**config.mk**
```make
export PLATFORM = sky130hd
export DESIGN_NAME = label_jet_overlay_ycgco_top
export DESIGN_NICKNAME = d
export VERILOG_FILES = /design/src/ljo_pkg.sv /design/src/ljo_front.sv /design/src/ljo_div.sv /design/src/ljo_color.sv /design/src/label_jet_overlay_ycgco_top.sv
export SDC_FILE = /design/constraint.sdc
export NUM_CORES = 2
export LEC_CHECK = 0
export ABC_AREA = 1
export BUFFER_PORTS_ARGS = -buffer_cell sky130_fd_sc_hd__buf_2
export CAP_MARGIN = 25
export CORE_ASPECT_RATIO = 1.75
export CORE_MARGIN = 5
export CORE_UTILIZATION = 55
export CTS_CLUSTER_DIAMETER = 150
export CTS_CLUSTER_SIZE = 10
export DETAILED_ROUTE_END_ITERATION = 7
export PLACE_DENSITY = 0.81
export RECOVER_POWER = 25
export SLEW_MARGIN = 40
export SYNTH_ARGS = -nofsm -noshare
export SYNTH_HDL_FRONTEND = slang
export SYNTH_SLANG_ARGS = --single-unit
```
**constraint.sdc**
```tcl
create_clock -name clk -period 18.9 [get_ports clk]
set_clock_uncertainty 0.15 [all_clocks]
set_input_delay 2.835 -clock clk [delete_from_list [all_inputs] [get_ports clk]]
set_output_delay 2.835 -clock clk [all_outputs]
set_load 0.05 [all_outputs]
```
**src/ljo_pkg.sv**
```systemverilog
// ----------------------------------------------------------------------------
// ljo_pkg
// Shared types and constants for the jet label overlay with YCgCo luma
// replacement: payload structs, register map, divider lane layout.
// ----------------------------------------------------------------------------
`default_nettype none

package ljo_pkg;

  localparam int INTENSITY_BITS_DEF = 16;
  localparam int LABEL_BITS_DEF     = 16;

  localparam int CFG_ADDR_BITS = 4;
  localparam int CFG_DATA_BITS = 32;

  localparam logic [1:0] REG_INTENSITY_LIMIT = 2'd0;
  localparam logic [1:0] REG_LABEL_MAX       = 2'd1;
  localparam logic [1:0] REG_COLOR_MAX       = 2'd2;

  localparam logic [15:0] INTENSITY_LIMIT_RESET = 16'd1000;
  localparam logic [15:0] LABEL_MAX_RESET       = 16'd1;
  localparam logic [7:0]  COLOR_MAX_RESET       = 8'd255;

  localparam int QUO_BITS  = 8;
  localparam int NUM_BITS  = 24;
  localparam int LANES     = 3;
  localparam int LANE_GRAY = 0;
  localparam int LANE_G    = 1;
  localparam int LANE_RB   = 2;

  typedef enum logic [1:0] {
    RAMP_ZERO,
    RAMP_FULL,
    RAMP_DIV
  } ramp_mode_t;

  typedef struct packed {
    logic [15:0] intensity_sample;
    logic [15:0] label_value;
  } in_item_t;

  typedef struct packed {
    logic [7:0] red_out;
    logic [7:0] green_out;
    logic [7:0] blue_out;
  } out_item_t;

  typedef struct packed {
    logic [15:0] intensity_limit;
    logic [15:0] label_max;
    logic [7:0]  color_max;
  } cfg_t;

  typedef struct packed {
    ramp_mode_t r;
    ramp_mode_t g;
    ramp_mode_t b;
  } modes_t;

  typedef struct packed {
    logic [LANES-1:0][NUM_BITS-1:0] rem;
    logic [LANES-1:0][QUO_BITS-1:0] quo;
    modes_t                         modes;
  } div_lanes_t;

endpackage

`default_nettype wire

```
**src/ljo_front.sv**
```systemverilog
// ----------------------------------------------------------------------------
// ljo_front
// Input clamp, jet ramp numerators and ramp modes, scaling by 255 into
// divider dividends. Three register stages.
// ----------------------------------------------------------------------------
`default_nettype none

module ljo_front
  import ljo_pkg::*;
#(
  parameter int INTENSITY_BITS = INTENSITY_BITS_DEF,
  parameter int LABEL_BITS     = LABEL_BITS_DEF
) (
  input  wire logic       clk,
  input  wire logic       rst,
  input  wire cfg_t       cfg,
  input  wire logic       in_valid,
  output logic            in_stall,
  input  wire in_item_t   in_data,
  output logic            out_valid,
  input  wire logic       out_stall,
  output div_lanes_t      out_data
);

  logic        a_valid;
  logic [15:0] a_inten;
  logic [15:0] a_lab;
  logic        b_valid;
  logic [15:0] b_gray;
  logic [15:0] b_g;
  logic [15:0] b_rb;
  modes_t      b_modes;
  logic        c_valid;
  div_lanes_t  c_data;

  logic        c_in_stall;
  logic        b_in_stall;

  logic [15:0]        inten_m;
  logic [15:0]        lab_m;
  logic [15:0]        inten_c;
  logic [15:0]        lab_c;
  logic [17:0]        l4;
  logic [17:0]        m2;
  logic [17:0]        m4;
  logic [17:0]        m18;
  logic [17:0]        g_hi;
  logic [17:0]        g_num;
  logic signed [18:0] r_num;
  logic signed [18:0] b_num;
  logic signed [18:0] m_s;
  modes_t             modes;
  logic [15:0]        rb_num;
  div_lanes_t         c_next;

  assign c_in_stall = c_valid && out_stall;
  assign b_in_stall = b_valid && c_in_stall;
  assign in_stall   = a_valid && b_in_stall;

  // stage a: mask and clamp
  always_comb begin
    inten_m = 16'(in_data.intensity_sample[INTENSITY_BITS-1:0]);
    lab_m   = 16'(in_data.label_value[LABEL_BITS-1:0]);
    inten_c = (inten_m > cfg.intensity_limit) ? cfg.intensity_limit : inten_m;
    lab_c   = (lab_m > cfg.label_max) ? cfg.label_max : lab_m;
  end

  always_ff @(posedge clk) begin
    if (rst) begin
      a_valid <= 1'b0;
    end else if (!in_stall) begin
      a_valid <= in_valid;
    end
    if (!in_stall) begin
      a_inten <= inten_c;
      a_lab   <= lab_c;
    end
  end

  // stage b: ramp numerators and modes
  always_comb begin
    l4    = {a_lab, 2'b00};
    m2    = {1'b0, cfg.label_max, 1'b0};
    m4    = {cfg.label_max, 2'b00};
    m18   = {2'b00, cfg.label_max};
    m_s   = $signed({3'b000, cfg.label_max});
    g_hi  = m4 - l4;
    g_num = (l4 < g_hi) ? l4 : g_hi;
    r_num = $signed({1'b0, l4}) - $signed({1'b0, m2});
    b_num = $signed({1'b0, m2}) - $signed({1'b0, l4});

    if (a_lab == 16'd0 || r_num <= 19'sd0) begin
      modes.r = RAMP_ZERO;
    end else if (r_num >= m_s) begin
      modes.r = RAMP_FULL;
    end else begin
      modes.r = RAMP_DIV;
    end

    if (a_lab == 16'd0 || b_num <= 19'sd0) begin
      modes.b = RAMP_ZERO;
    end else if (b_num >= m_s) begin
      modes.b = RAMP_FULL;
    end else begin
      modes.b = RAMP_DIV;
    end

    if (a_lab == 16'd0 || g_num == 18'd0) begin
      modes.g = RAMP_ZERO;
    end else if (g_num >= m18) begin
      modes.g = RAMP_FULL;
    end else begin
      modes.g = RAMP_DIV;
    end

    rb_num = (r_num > 19'sd0) ? r_num[15:0] : b_num[15:0];
  end

  always_ff @(posedge clk) begin
    if (rst) begin
      b_valid <= 1'b0;
    end else if (!b_in_stall) begin
      b_valid <= a_valid;
    end
    if (!b_in_stall) begin
      b_gray  <= a_inten;
      b_g     <= g_num[15:0];
      b_rb    <= rb_num;
      b_modes <= modes;
    end
  end

  // stage c: dividends = 255 * numerator
  always_comb begin
    c_next                = '0;
    c_next.rem[LANE_GRAY] = {b_gray, 8'h00} - {8'h00, b_gray};
    c_next.rem[LANE_G]    = {b_g, 8'h00} - {8'h00, b_g};
    c_next.rem[LANE_RB]   = {b_rb, 8'h00} - {8'h00, b_rb};
    c_next.modes          = b_modes;
  end

  always_ff @(posedge clk) begin
    if (rst) begin
      c_valid <= 1'b0;
    end else if (!c_in_stall) begin
      c_valid <= b_valid;
    end
    if (!c_in_stall) begin
      c_data <= c_next;
    end
  end

  assign out_valid = c_valid;
  assign out_data  = c_data;

endmodule

`default_nettype wire

```
**src/ljo_div.sv**
```systemverilog
// ----------------------------------------------------------------------------
// ljo_div
// Pipelined restoring divider, three lanes, one quotient bit per stage.
// Quotients are known to fit in QUO_BITS bits.
// ----------------------------------------------------------------------------
`default_nettype none

module ljo_div
  import ljo_pkg::*;
(
  input  wire logic                    clk,
  input  wire logic                    rst,
  input  wire logic [LANES-1:0][15:0]  den,
  input  wire logic                    in_valid,
  output logic                         in_stall,
  input  wire div_lanes_t              in_data,
  output logic                         out_valid,
  input  wire logic                    out_stall,
  output div_lanes_t                   out_data
);

  logic [QUO_BITS:0] stg_valid;
  logic [QUO_BITS:0] stg_stall;
  div_lanes_t        stg_data [QUO_BITS+1];

  assign stg_valid[0]        = in_valid;
  assign stg_data[0]         = in_data;
  assign in_stall            = stg_stall[0];
  assign stg_stall[QUO_BITS] = out_stall;
  assign out_valid           = stg_valid[QUO_BITS];
  assign out_data            = stg_data[QUO_BITS];

  for (genvar k = 0; k < QUO_BITS; k++) begin : g_stage
    localparam int BIT = QUO_BITS - 1 - k;

    logic       vld;
    div_lanes_t dat;
    div_lanes_t step;
    logic       load;

    always_comb begin
      logic [NUM_BITS-1:0] shifted;
      step = stg_data[k];
      for (int l = 0; l < LANES; l++) begin
        shifted = NUM_BITS'(den[l]) << BIT;
        if (stg_data[k].rem[l] >= shifted) begin
          step.rem[l]      = stg_data[k].rem[l] - shifted;
          step.quo[l][BIT] = 1'b1;
        end else begin
          step.quo[l][BIT] = 1'b0;
        end
      end
    end

    assign load         = !vld || !stg_stall[k+1];
    assign stg_stall[k] = !load;

    always_ff @(posedge clk) begin
      if (rst) begin
        vld <= 1'b0;
      end else if (load) begin
        vld <= stg_valid[k];
      end
      if (load) begin
        dat <= step;
      end
    end

    assign stg_valid[k+1] = vld;
    assign stg_data[k+1]  = dat;
  end

endmodule

`default_nettype wire

```
**src/ljo_color.sv**
```systemverilog
// ----------------------------------------------------------------------------
// ljo_color
// Jet color assembly, forward offset YCgCo, luma replacement by nonzero gray,
// inverse transform with clamp. Two register stages, the last is the
// output register.
// ----------------------------------------------------------------------------
`default_nettype none

module ljo_color
  import ljo_pkg::*;
(
  input  wire logic        clk,
  input  wire logic        rst,
  input  wire cfg_t        cfg,
  input  wire logic        in_valid,
  output logic             in_stall,
  input  wire div_lanes_t  in_data,
  output logic             out_valid,
  input  wire logic        out_stall,
  output out_item_t        out_data
);

  function automatic logic [7:0] ramp_val(input ramp_mode_t mode, input logic [7:0] q);
    logic [7:0] v;
    unique case (mode)
      RAMP_ZERO: v = 8'd0;
      RAMP_FULL: v = 8'd255;
      RAMP_DIV:  v = q;
      default:   v = 8'd0;
    endcase
    return v;
  endfunction

  function automatic logic [7:0] clamp_ch(input logic signed [11:0] v,
                                          input logic [7:0] hi);
    logic [7:0] o;
    if (v < 12'sd0) begin
      o = 8'd0;
    end else if (v > $signed({4'b0000, hi})) begin
      o = hi;
    end else begin
      o = v[7:0];
    end
    return o;
  endfunction

  logic               s1_valid;
  logic signed [11:0] s1_y;
  logic signed [11:0] s1_cg;
  logic signed [11:0] s1_co;
  logic               s2_valid;
  out_item_t          s2_data;
  logic               s2_in_stall;

  logic [7:0]         r;
  logic [7:0]         g;
  logic [7:0]         b;
  logic [7:0]         gray;
  logic signed [11:0] h;
  logic signed [11:0] r4;
  logic signed [11:0] b4;
  logic signed [11:0] g2;
  logic signed [11:0] r2;
  logic signed [11:0] b2;
  logic signed [11:0] y;
  logic signed [11:0] cg;
  logic signed [11:0] co;
  logic signed [11:0] cmax_s;
  logic signed [11:0] ro;
  logic signed [11:0] go;
  logic signed [11:0] bo;
  out_item_t          s2_next;

  assign s2_in_stall = s2_valid && out_stall;
  assign in_stall    = s1_valid && s2_in_stall;

  always_comb begin
    r    = ramp_val(in_data.modes.r, in_data.quo[LANE_RB]);
    g    = ramp_val(in_data.modes.g, in_data.quo[LANE_G]);
    b    = ramp_val(in_data.modes.b, in_data.quo[LANE_RB]);
    gray = (cfg.intensity_limit == 16'd0) ? 8'd0 : in_data.quo[LANE_GRAY];
    h    = $signed({5'b00000, cfg.color_max[7:1]});
    r4   = $signed({6'b000000, r[7:2]});
    b4   = $signed({6'b000000, b[7:2]});
    g2   = $signed({5'b00000, g[7:1]});
    r2   = $signed({5'b00000, r[7:1]});
    b2   = $signed({5'b00000, b[7:1]});
    y    = r4 + g2 + b4;
    cg   = h + g2 - r4 - b4;
    co   = h + r2 - b2;
    if (gray != 8'd0) begin
      y = $signed({4'b0000, gray});
    end
  end

  always_ff @(posedge clk) begin
    if (rst) begin
      s1_valid <= 1'b0;
    end else if (!in_stall) begin
      s1_valid <= in_valid;
    end
    if (!in_stall) begin
      s1_y  <= y;
      s1_cg <= cg;
      s1_co <= co;
    end
  end

  always_comb begin
    cmax_s            = $signed({4'b0000, cfg.color_max});
    ro                = s1_y - s1_cg + s1_co;
    go                = s1_y + s1_cg - $signed({5'b00000, cfg.color_max[7:1]});
    bo                = s1_y - s1_cg - s1_co + cmax_s;
    s2_next.red_out   = clamp_ch(ro, cfg.color_max);
    s2_next.green_out = clamp_ch(go, cfg.color_max);
    s2_next.blue_out  = clamp_ch(bo, cfg.color_max);
  end

  always_ff @(posedge clk) begin
    if (rst) begin
      s2_valid <= 1'b0;
    end else if (!s2_in_stall) begin
      s2_valid <= s1_valid;
    end
    if (!s2_in_stall) begin
      s2_data <= s2_next;
    end
  end

  assign out_valid = s2_valid;
  assign out_data  = s2_data;

  // channels never exceed the configured maximum
  a_chan_clamped: assert property (@(posedge clk) disable iff (rst)
    out_valid |-> (out_data.red_out <= cfg.color_max &&
                   out_data.green_out <= cfg.color_max &&
                   out_data.blue_out <= cfg.color_max))
    else $error("output channel above color maximum");

endmodule

`default_nettype wire

```
**src/label_jet_overlay_ycgco_top.sv**
```systemverilog
// ----------------------------------------------------------------------------
// label_jet_overlay_ycgco_top
// Overlays a jet-colored label map on a scaled gray image by replacing the
// YCgCo luma of the label color with the gray level when it is nonzero.
//
//   channel | direction | handshake          | payload
//   --------+-----------+--------------------+-----------------------------
//   in      | input     | in_valid/in_stall  | intensity_sample, label_value
//   out     | output    | out_valid/out_stall| red_out, green_out, blue_out
//   apb     | input     | psel/penable/pready| intensity_limit, label_max,
//           |           |                    | color_max
//
// One pixel per cycle sustained while out_stall stays low. The pipeline is
// three front stages, the 8-stage divider with one quotient bit per stage,
// and two color stages.
// Reset clears every valid bit and loads the register defaults.
// A full stage holds while its successor stalls; empty stages keep filling,
// so bubbles close up and in_stall rises only when every stage is full.
// ----------------------------------------------------------------------------
`default_nettype none

module label_jet_overlay_ycgco_top
  import ljo_pkg::*;
#(
  parameter int INTENSITY_BITS = INTENSITY_BITS_DEF,
  parameter int LABEL_BITS     = LABEL_BITS_DEF
) (
  input  wire logic                     clk,
  input  wire logic                     rst,
  input  wire logic                     in_valid,
  output logic                          in_stall,
  input  wire in_item_t                 in_data,
  output logic                          out_valid,
  input  wire logic                     out_stall,
  output out_item_t                     out_data,
  input  wire logic                     psel,
  input  wire logic                     penable,
  input  wire logic                     pwrite,
  input  wire logic [CFG_ADDR_BITS-1:0] paddr,
  input  wire logic [CFG_DATA_BITS-1:0] pwdata,
  output logic [CFG_DATA_BITS-1:0]      prdata,
  output logic                          pready
);

  cfg_t                   cfg;
  logic                   cfg_wr;
  logic [1:0]             reg_idx;
  logic [LANES-1:0][15:0] den;

  logic       fr_valid;
  logic       fr_stall;
  div_lanes_t fr_data;
  logic       dv_valid;
  logic       dv_stall;
  div_lanes_t dv_data;

  assign pready  = 1'b1;
  assign reg_idx = paddr[3:2];
  assign cfg_wr  = psel && penable && pwrite && pready;

  always_ff @(posedge clk) begin
    if (rst) begin
      cfg.intensity_limit <= INTENSITY_LIMIT_RESET;
      cfg.label_max       <= LABEL_MAX_RESET;
      cfg.color_max       <= COLOR_MAX_RESET;
    end else if (cfg_wr) begin
      unique case (reg_idx)
        REG_INTENSITY_LIMIT: cfg.intensity_limit <= pwdata[15:0];
        REG_LABEL_MAX:       cfg.label_max       <= pwdata[15:0];
        REG_COLOR_MAX:       cfg.color_max       <= pwdata[7:0];
        default: ;
      endcase
    end
  end

  always_comb begin
    unique case (reg_idx)
      REG_INTENSITY_LIMIT: prdata = CFG_DATA_BITS'(cfg.intensity_limit);
      REG_LABEL_MAX:       prdata = CFG_DATA_BITS'(cfg.label_max);
      REG_COLOR_MAX:       prdata = CFG_DATA_BITS'(cfg.color_max);
      default:             prdata = '0;
    endcase
  end

  always_comb begin
    den            = '0;
    den[LANE_GRAY] = cfg.intensity_limit;
    den[LANE_G]    = cfg.label_max;
    den[LANE_RB]   = cfg.label_max;
  end

  ljo_front #(
    .INTENSITY_BITS (INTENSITY_BITS),
    .LABEL_BITS     (LABEL_BITS)
  ) u_front (
    .clk       (clk),
    .rst       (rst),
    .cfg       (cfg),
    .in_valid  (in_valid),
    .in_stall  (in_stall),
    .in_data   (in_data),
    .out_valid (fr_valid),
    .out_stall (fr_stall),
    .out_data  (fr_data)
  );

  ljo_div u_div (
    .clk       (clk),
    .rst       (rst),
    .den       (den),
    .in_valid  (fr_valid),
    .in_stall  (fr_stall),
    .in_data   (fr_data),
    .out_valid (dv_valid),
    .out_stall (dv_stall),
    .out_data  (dv_data)
  );

  ljo_color u_color (
    .clk       (clk),
    .rst       (rst),
    .cfg       (cfg),
    .in_valid  (dv_valid),
    .in_stall  (dv_stall),
    .in_data   (dv_data),
    .out_valid (out_valid),
    .out_stall (out_stall),
    .out_data  (out_data)
  );

  // an empty output stage lets every stage advance
  a_no_stall_when_drained: assert property (@(posedge clk) disable iff (rst)
    !out_valid |-> !in_stall)
    else $error("input stalled with empty output stage");

  a_label_max_write: assert property (@(posedge clk) disable iff (rst)
    (cfg_wr && reg_idx == REG_LABEL_MAX) |=> cfg.label_max == $past(pwdata[15:0]))
    else $error("label max register not updated");

  a_color_max_write: assert property (@(posedge clk) disable iff (rst)
    (cfg_wr && reg_idx == REG_COLOR_MAX) |=> cfg.color_max == $past(pwdata[7:0]))
    else $error("color max register not updated");

endmodule

`default_nettype wire

```
Word level (Yosys, flattened, before mapping)
Cells that the tools add are included.
Cells by class
  reductions and logical operators: 36
  order comparisons: 39
  equality and inequality tests: 8
  muxes and demuxes: 61
  add/sub/neg operators: 40
Operator list (count)
  2-to-1 mux 24 bit: 21
  >= comparator 24 x 16 -> 1 bit: 3
  >= comparator 24 x 17 -> 1 bit: 3
  >= comparator 24 x 18 -> 1 bit: 3
  >= comparator 24 x 19 -> 1 bit: 3
  >= comparator 24 x 20 -> 1 bit: 3
  >= comparator 24 x 21 -> 1 bit: 3
  >= comparator 24 x 22 -> 1 bit: 3
  >= comparator 24 x 23 -> 1 bit: 3
  subtractor 24 x 16 -> 24 bit: 3
  subtractor 24 x 17 -> 24 bit: 3
  subtractor 24 x 18 -> 24 bit: 3
  subtractor 24 x 19 -> 24 bit: 3
  subtractor 24 x 20 -> 24 bit: 3
  subtractor 24 x 21 -> 24 bit: 3
  subtractor 24 x 22 -> 24 bit: 3
  subtractor 24 x 23 -> 24 bit: 3
  2-to-1 mux 16 bit: 3
  case mux 16 bit (3 select lines): 1
  case mux 8 bit (2 select lines): 3
  2-to-1 mux 8 bit: 5
  >= comparator 19 x 17 -> 1 bit: 2
  less-or-equal comparator 19 x 1 -> 1 bit, second input constant: 2
  greater-than comparator 12 x 9 -> 1 bit: 3
  other kinds (29): 96
Word-level totals
  bits of input ports: 75
  register bits after elaboration: 937
  output and inout port bits: 59
  logic and storage cells: 290

Longest topological paths before layout
  word-level depth: 15
  mapped depth: 31
  depth with buffers taken out: 30

By module
From an unflattened synthesis, not the netlist that was laid out.
Unflattened totals
  cell total of the unflattened synthesis: 11362
  area total of the unflattened synthesis: 81281.7 um^2
Modules (own cells, without submodules)
  ljo_div: area an instance 58932.8 um^2, instances 1, cells an instance 8455, seq. area each 22141.2 um^2
  ljo_front: area an instance 12762.2 um^2, instances 1, cells an instance 1579, seq. area each 4804.6 um^2
  ljo_color: area an instance 7571.0 um^2, instances 1, cells an instance 1037, seq. area each 1631.6 um^2
  label_jet_overlay_ycgco_top: area an instance 2015.7 um^2, instances 1, cells an instance 291, seq. area each 800.8 um^2

Worst setup path after synthesis
OpenSTA, ideal clock, no wires.
  path kind: in2out
  from: in out_stall
  to: out in_stall
  path slack: 5.612 ns
  data required time: 15.915 ns
  data arrival time: 10.303 ns
  path buffers: 0
  stages on the path: 10
  path through: nand4_2 -> nor2_4 -> nand4_2 -> nor2_2 -> nand2_2 -> nor2_1 -> nand2_1 -> nor2_2 -> nand2_1 -> inv_1
On the way
  cells in the longest elaborated chain, start to end: 15
RTL lines
  start: declaration: RTL line label_jet_overlay_ycgco_top.sv:34  | input wire logic out_stall,
  logical AND 1 bit: RTL line ljo_color.sv:74  | assign s2_in_stall = s2_valid && out_stall;
  logical AND 1 bit: RTL line ljo_color.sv:75  | assign in_stall = s1_valid && s2_in_stall;
  zero test 1 bit
  logical OR 1 bit (5 in series): RTL line ljo_div.sv:55  | assign load = !vld || !stg_stall[k+1];
  net u_div.g_stage[3].load: RTL line ljo_div.sv:39  | logic load;
  logical OR 1 bit (2 in series): RTL line ljo_div.sv:55
  net u_div.g_stage[1].load: RTL line ljo_div.sv:39
  logical OR 1 bit: RTL line ljo_div.sv:55
  zero test 1 bit: RTL line ljo_div.sv:56  | assign stg_stall[k] = !load;
  logical AND 1 bit: RTL line ljo_front.sv:56  | assign c_in_stall = c_valid && out_stall;
  logical AND 1 bit: RTL line ljo_front.sv:57  | assign b_in_stall = b_valid && c_in_stall;
  logical AND 1 bit: RTL line ljo_front.sv:58  | assign in_stall = a_valid && b_in_stall;
  end: declaration: RTL line label_jet_overlay_ycgco_top.sv:31  | output logic in_stall,
The timed path passes the listed nets, and every way through them passes these cells.

Final worst setup path
  from: in out_stall
  to: out in_stall
On the way
  cells in the longest elaborated chain, start to end: 15
RTL lines (RTL line)
  logical AND 1 bit: ljo_color.sv:74
  logical AND 1 bit: ljo_color.sv:75
  zero test 1 bit
  logical OR 1 bit: ljo_div.sv:55
  net u_div.g_stage[7].load: ljo_div.sv:39
  logical OR 1 bit (4 in series): ljo_div.sv:55
  net u_div.g_stage[3].load: ljo_div.sv:39
  logical OR 1 bit (2 in series): ljo_div.sv:55
  net u_div.g_stage[1].load: ljo_div.sv:39
  logical OR 1 bit: ljo_div.sv:55
  zero test 1 bit: ljo_div.sv:56
  logical AND 1 bit: ljo_front.sv:56
  logical AND 1 bit: ljo_front.sv:57
  logical AND 1 bit: ljo_front.sv:58
The timed path passes the listed nets, and every way through them passes these cells.

==> run summary <==
Async S/R FF share, synth = 0%
global-route wire length before repair = 266000 µm
Initial DRC Count = 3420
ys flop type = edfxtp_1
core area = 111000 µm²
row count = 162
reg-to-reg critical path endpoint = u_front.b_modes[2]
Reg2Reg Setup Slack = 10.89 ns
sw frac = 46.4%
Congestion Overflow GR = 0
maximum fanout along the worst path = 77
residual DRC count = 0
warnings from Yosys = 0
vias per cell = 5.77
Clock transition at path regs = 0.05 ns
FF+latch count, synth = 859
setup repair bufs after CTS = 0
post-CTS sizing = 0
final period utilization = 60.3%
Post-Syn Area per Cell = 8.57 µm²
area of the multi-input gates = 32400 µm²
CTS Buffer Depth = 3
CTS tree = built
Worst Reg-to-Reg Cells = 29
Final Hold Viols = 0
Post-Syn Area = 61400 µm²
clock sink total = 859
port bufs = 98
Setup crit end = in_stall
Clock Latency Late Sink = 0.74 ns
proportion of layout cells with a drive suffix above 1 = 5.06%
Initial DRT Pass Iterations = 8
initial antenna violation count = 11
Cell variety after synth = 69
Worst Hold Slack = 0.229 ns
number of flops mapped to enable cells by yosys = 806
Ports = 134
wire per inst = 19.6 µm
Maximum Capacitance Violations = 3
Fin Setup TNS = 0 ns
pwr dens = 200 nW/µm²
Final #Nets = 8084
worst r2r src = cfg[8]
register area = 25300 µm²
CTS Hold Bufs = 0
placed inst area = 63800 µm²
worst min-delay path class = reg -> reg
Setup Crit Path Kind = in -> out
f_max = 87.8 MHz
Tightest Pin Transition = 2.18 ns
RSZ-0062 raised after global routing = false
violated checks = max-capacitance violations, max-slew violations
Critical Path Start = out_stall
Lkg Pwr = 0.0293 µW
DP HPWL = 136000 µm
P_int = 7140 µW
Worst EP arrival = 8.40 ns
Post-Syn Instances = 7166
Critical Path RT = 15.92 ns
Clk pwr share = 12.9%
post-synthesis sequential area ratio = 41.1%
Setup Viol. Count Final = 0
vias in the first global route = 51400
largest net degree at the start of global routing = 78
total die area = 119000 µm²
Design Area, Final = 66500 µm²
Die Width = 263 µm
GRT Util Overall = 28.2%
RePlAce Congestion = 1.02
Slew HR = -45.2%
CP endpoint kind = primary output
CTS root buffer = clkbuf_16
Pins Over Slew Limit = 87
combinational power share = 59.1%
Filler cells = 9517
H-Tree Depth = 3
initial core utilization = 55.2%
Area Overhead vs Synth = 8.26%
status = finished, violations left
DR vias = 51200
Worst VDD drop = 166 µV
WL final = 173000 µm
final critical path time including I/O delays and setup = 11.39 ns
chip height = 452 µm
Routed Antenna Nets = 0
Sw Pwr = 6180 µW
Num CTS Buffers = 95
crit start category = primary input
sequential power share = 28.0%
==> power groups by stage <==
stage | clock network (µW) | registers (µW) | logic (µW)
after floorplan | 0 | 3670 | 5950
after global placement | 0 | 3720 | 7510
after detailed placement | 0 | 3760 | 7740
after CTS | 1730 | 3720 | 7800
after global routing | 1810 | 3800 | 8860
final | 1710 | 3730 | 7870
==> per-stage QoR <==
step / utilization (%) / total power, µW / std cells / worst slack (ns)
6_report: 59.8 / 13300 / 8868 / 7.51
5_1_grt: 59.8 / 14500 / 8863 / 7.11
4_1_cts: 59.8 / 13300 / 8861 / 8.39
3_5_place_dp: 57.3 / 11500 / 8705 / 8.37
3_3_place_gp: 57.3 / 11200 / 8705 / 8.43
2_1_floorplan: - / 9630 / 7181 / 5.61
==> state kept, by name, indices dropped and copies added (netlist names), 6 cells and up <==
name,cells
u_color.out_data,24
u_front.b_gray,16
u_div.g_stage.vld,7
u_color.s1_cg,12
u_div.out_data,28
u_front.b_rb,15
u_div.g_stage.dat,564
u_color.s1_co,12
u_front.b_g,14
cfg,40
u_front.b_modes,6
u_front.a_inten,16
u_front.out_data,75
u_front.a_lab,16
u_color.s1_y,8
==> per-layer routing <==
layer  track usage (%)  up-vias  part of all wire [%]
li1                  -    24900                     -
met1              28.0    23900                    34
met2              53.0     1747                    52
met3              5.11      654                   6.1
met4              19.3       10                   8.1
met5                 0        -                 0.030
==> final cells by class <==
| class | count | share of cell area, % |
|---|---|---|
| Antenna cell | 6 | 0.0226 |
| Inverter | 871 | 4.92 |
| Clock inverter | 7 | 0.284 |
| Clock buffer | 149 | 3.88 |
| Timing Repair Buffer | 159 | 1.40 |
| Sequential cell | 859 | 38.0 |
| Tap cell | 1476 | 2.78 |
| Multi-Input combinational cell | 5341 | 48.7 |
==> synth_stat cells (15+ instances only) <==
cell | n | area (µm²)
nand2_1 | 1650 | 6190
inv_1 | 860 | 3230
edfxtp_1 | 806 | 24200
ha_1 | 627 | 7850
a21oi_1 | 585 | 2930
nor2_1 | 522 | 1960
o21ai_0 | 448 | 2240
nand3_1 | 318 | 1590
xor2_1 | 246 | 2150
xnor2_1 | 169 | 1480
nand4_1 | 104 | 651
nor3_1 | 86 | 430
a21o_1 | 66 | 495
fa_1 | 55 | 1100
dfxtp_1 | 53 | 1060
buf_2 | 46 | 230
nor4_1 | 46 | 288
o21ai_1 | 45 | 225
a31oi_1 | 42 | 263
clkbuf_1 | 34 | 128
o211ai_1 | 34 | 255
or2_2 | 33 | 206
o21bai_1 | 31 | 233
buf_4 | 24 | 180
a211oi_1 | 20 | 150
nand2_2 | 19 | 119
o21a_1 | 17 | 128
o21ai_2 | 15 | 131
==> cell families after synthesis <==
logic type               synth area share, %
buffers and inverters                   6.29
flip-flops                              41.1
AO/OA/AOI/OAI                           12.6
adder cells (fa/ha/maj)                 14.6
other                                 0.0122
AND/OR/NAND/NOR                         19.5
XOR/XNOR                                5.94
==> critical path, stage by stage <==
cell      delay (ns)
clkbuf_1        0.19
nand4_2         0.12
clkbuf_1        0.72
nor2_1          0.88
nand4_4         0.57
nor2_2          0.42
nand2_4         0.31
nor2_1          0.48
nand2_8         0.45
nor2_2          0.36
nand2_4         0.35
inv_1           0.35
buf_2           0.33
==> cell usage in the layout (no fill, tap or decap), types with 46 or more instances in the layout <==
| master | synthesis | final |
|---|---|---|
| nor4_1 | 46 | 46 |
| clkbuf_1 | 34 | 62 |
| fa_1 | 55 | 55 |
| inv_1 | 860 | 853 |
| edfxtp_1 | 806 | 806 |
| o21ai_0 | 448 | 462 |
| clkbuf_16 | 0 | 95 |
| xnor2_1 | 169 | 169 |
| a21oi_1 | 585 | 585 |
| buf_4 | 24 | 53 |
| nor3_1 | 86 | 88 |
| dfxtp_1 | 53 | 52 |
| nand4_1 | 104 | 104 |
| nand3_1 | 318 | 317 |
| xor2_1 | 246 | 246 |
| buf_2 | 46 | 97 |
| a21o_1 | 66 | 66 |
| nor2_1 | 522 | 522 |
| ha_1 | 627 | 627 |
| nand2_1 | 1650 | 1647 |
==> how the worst min path moves through the flow <==
stage                     cells past startpoint                        to                startpoint
after floorplan                               0   u_div.g_stage[0].dat[0]       u_front.out_data[0]
after global placement                        0        u_front.b_gray[14]       u_front.a_inten[14]
after detailed placement                      0   u_div.g_stage[3].dat[5]   u_div.g_stage[2].dat[5]
after CTS                                     0  u_div.g_stage[1].dat[21]  u_div.g_stage[0].dat[21]
after global routing                          0  u_div.g_stage[1].dat[21]  u_div.g_stage[0].dat[21]
final                                         0  u_div.g_stage[1].dat[21]  u_div.g_stage[0].dat[21]
(Power assumes the default switching activity.)
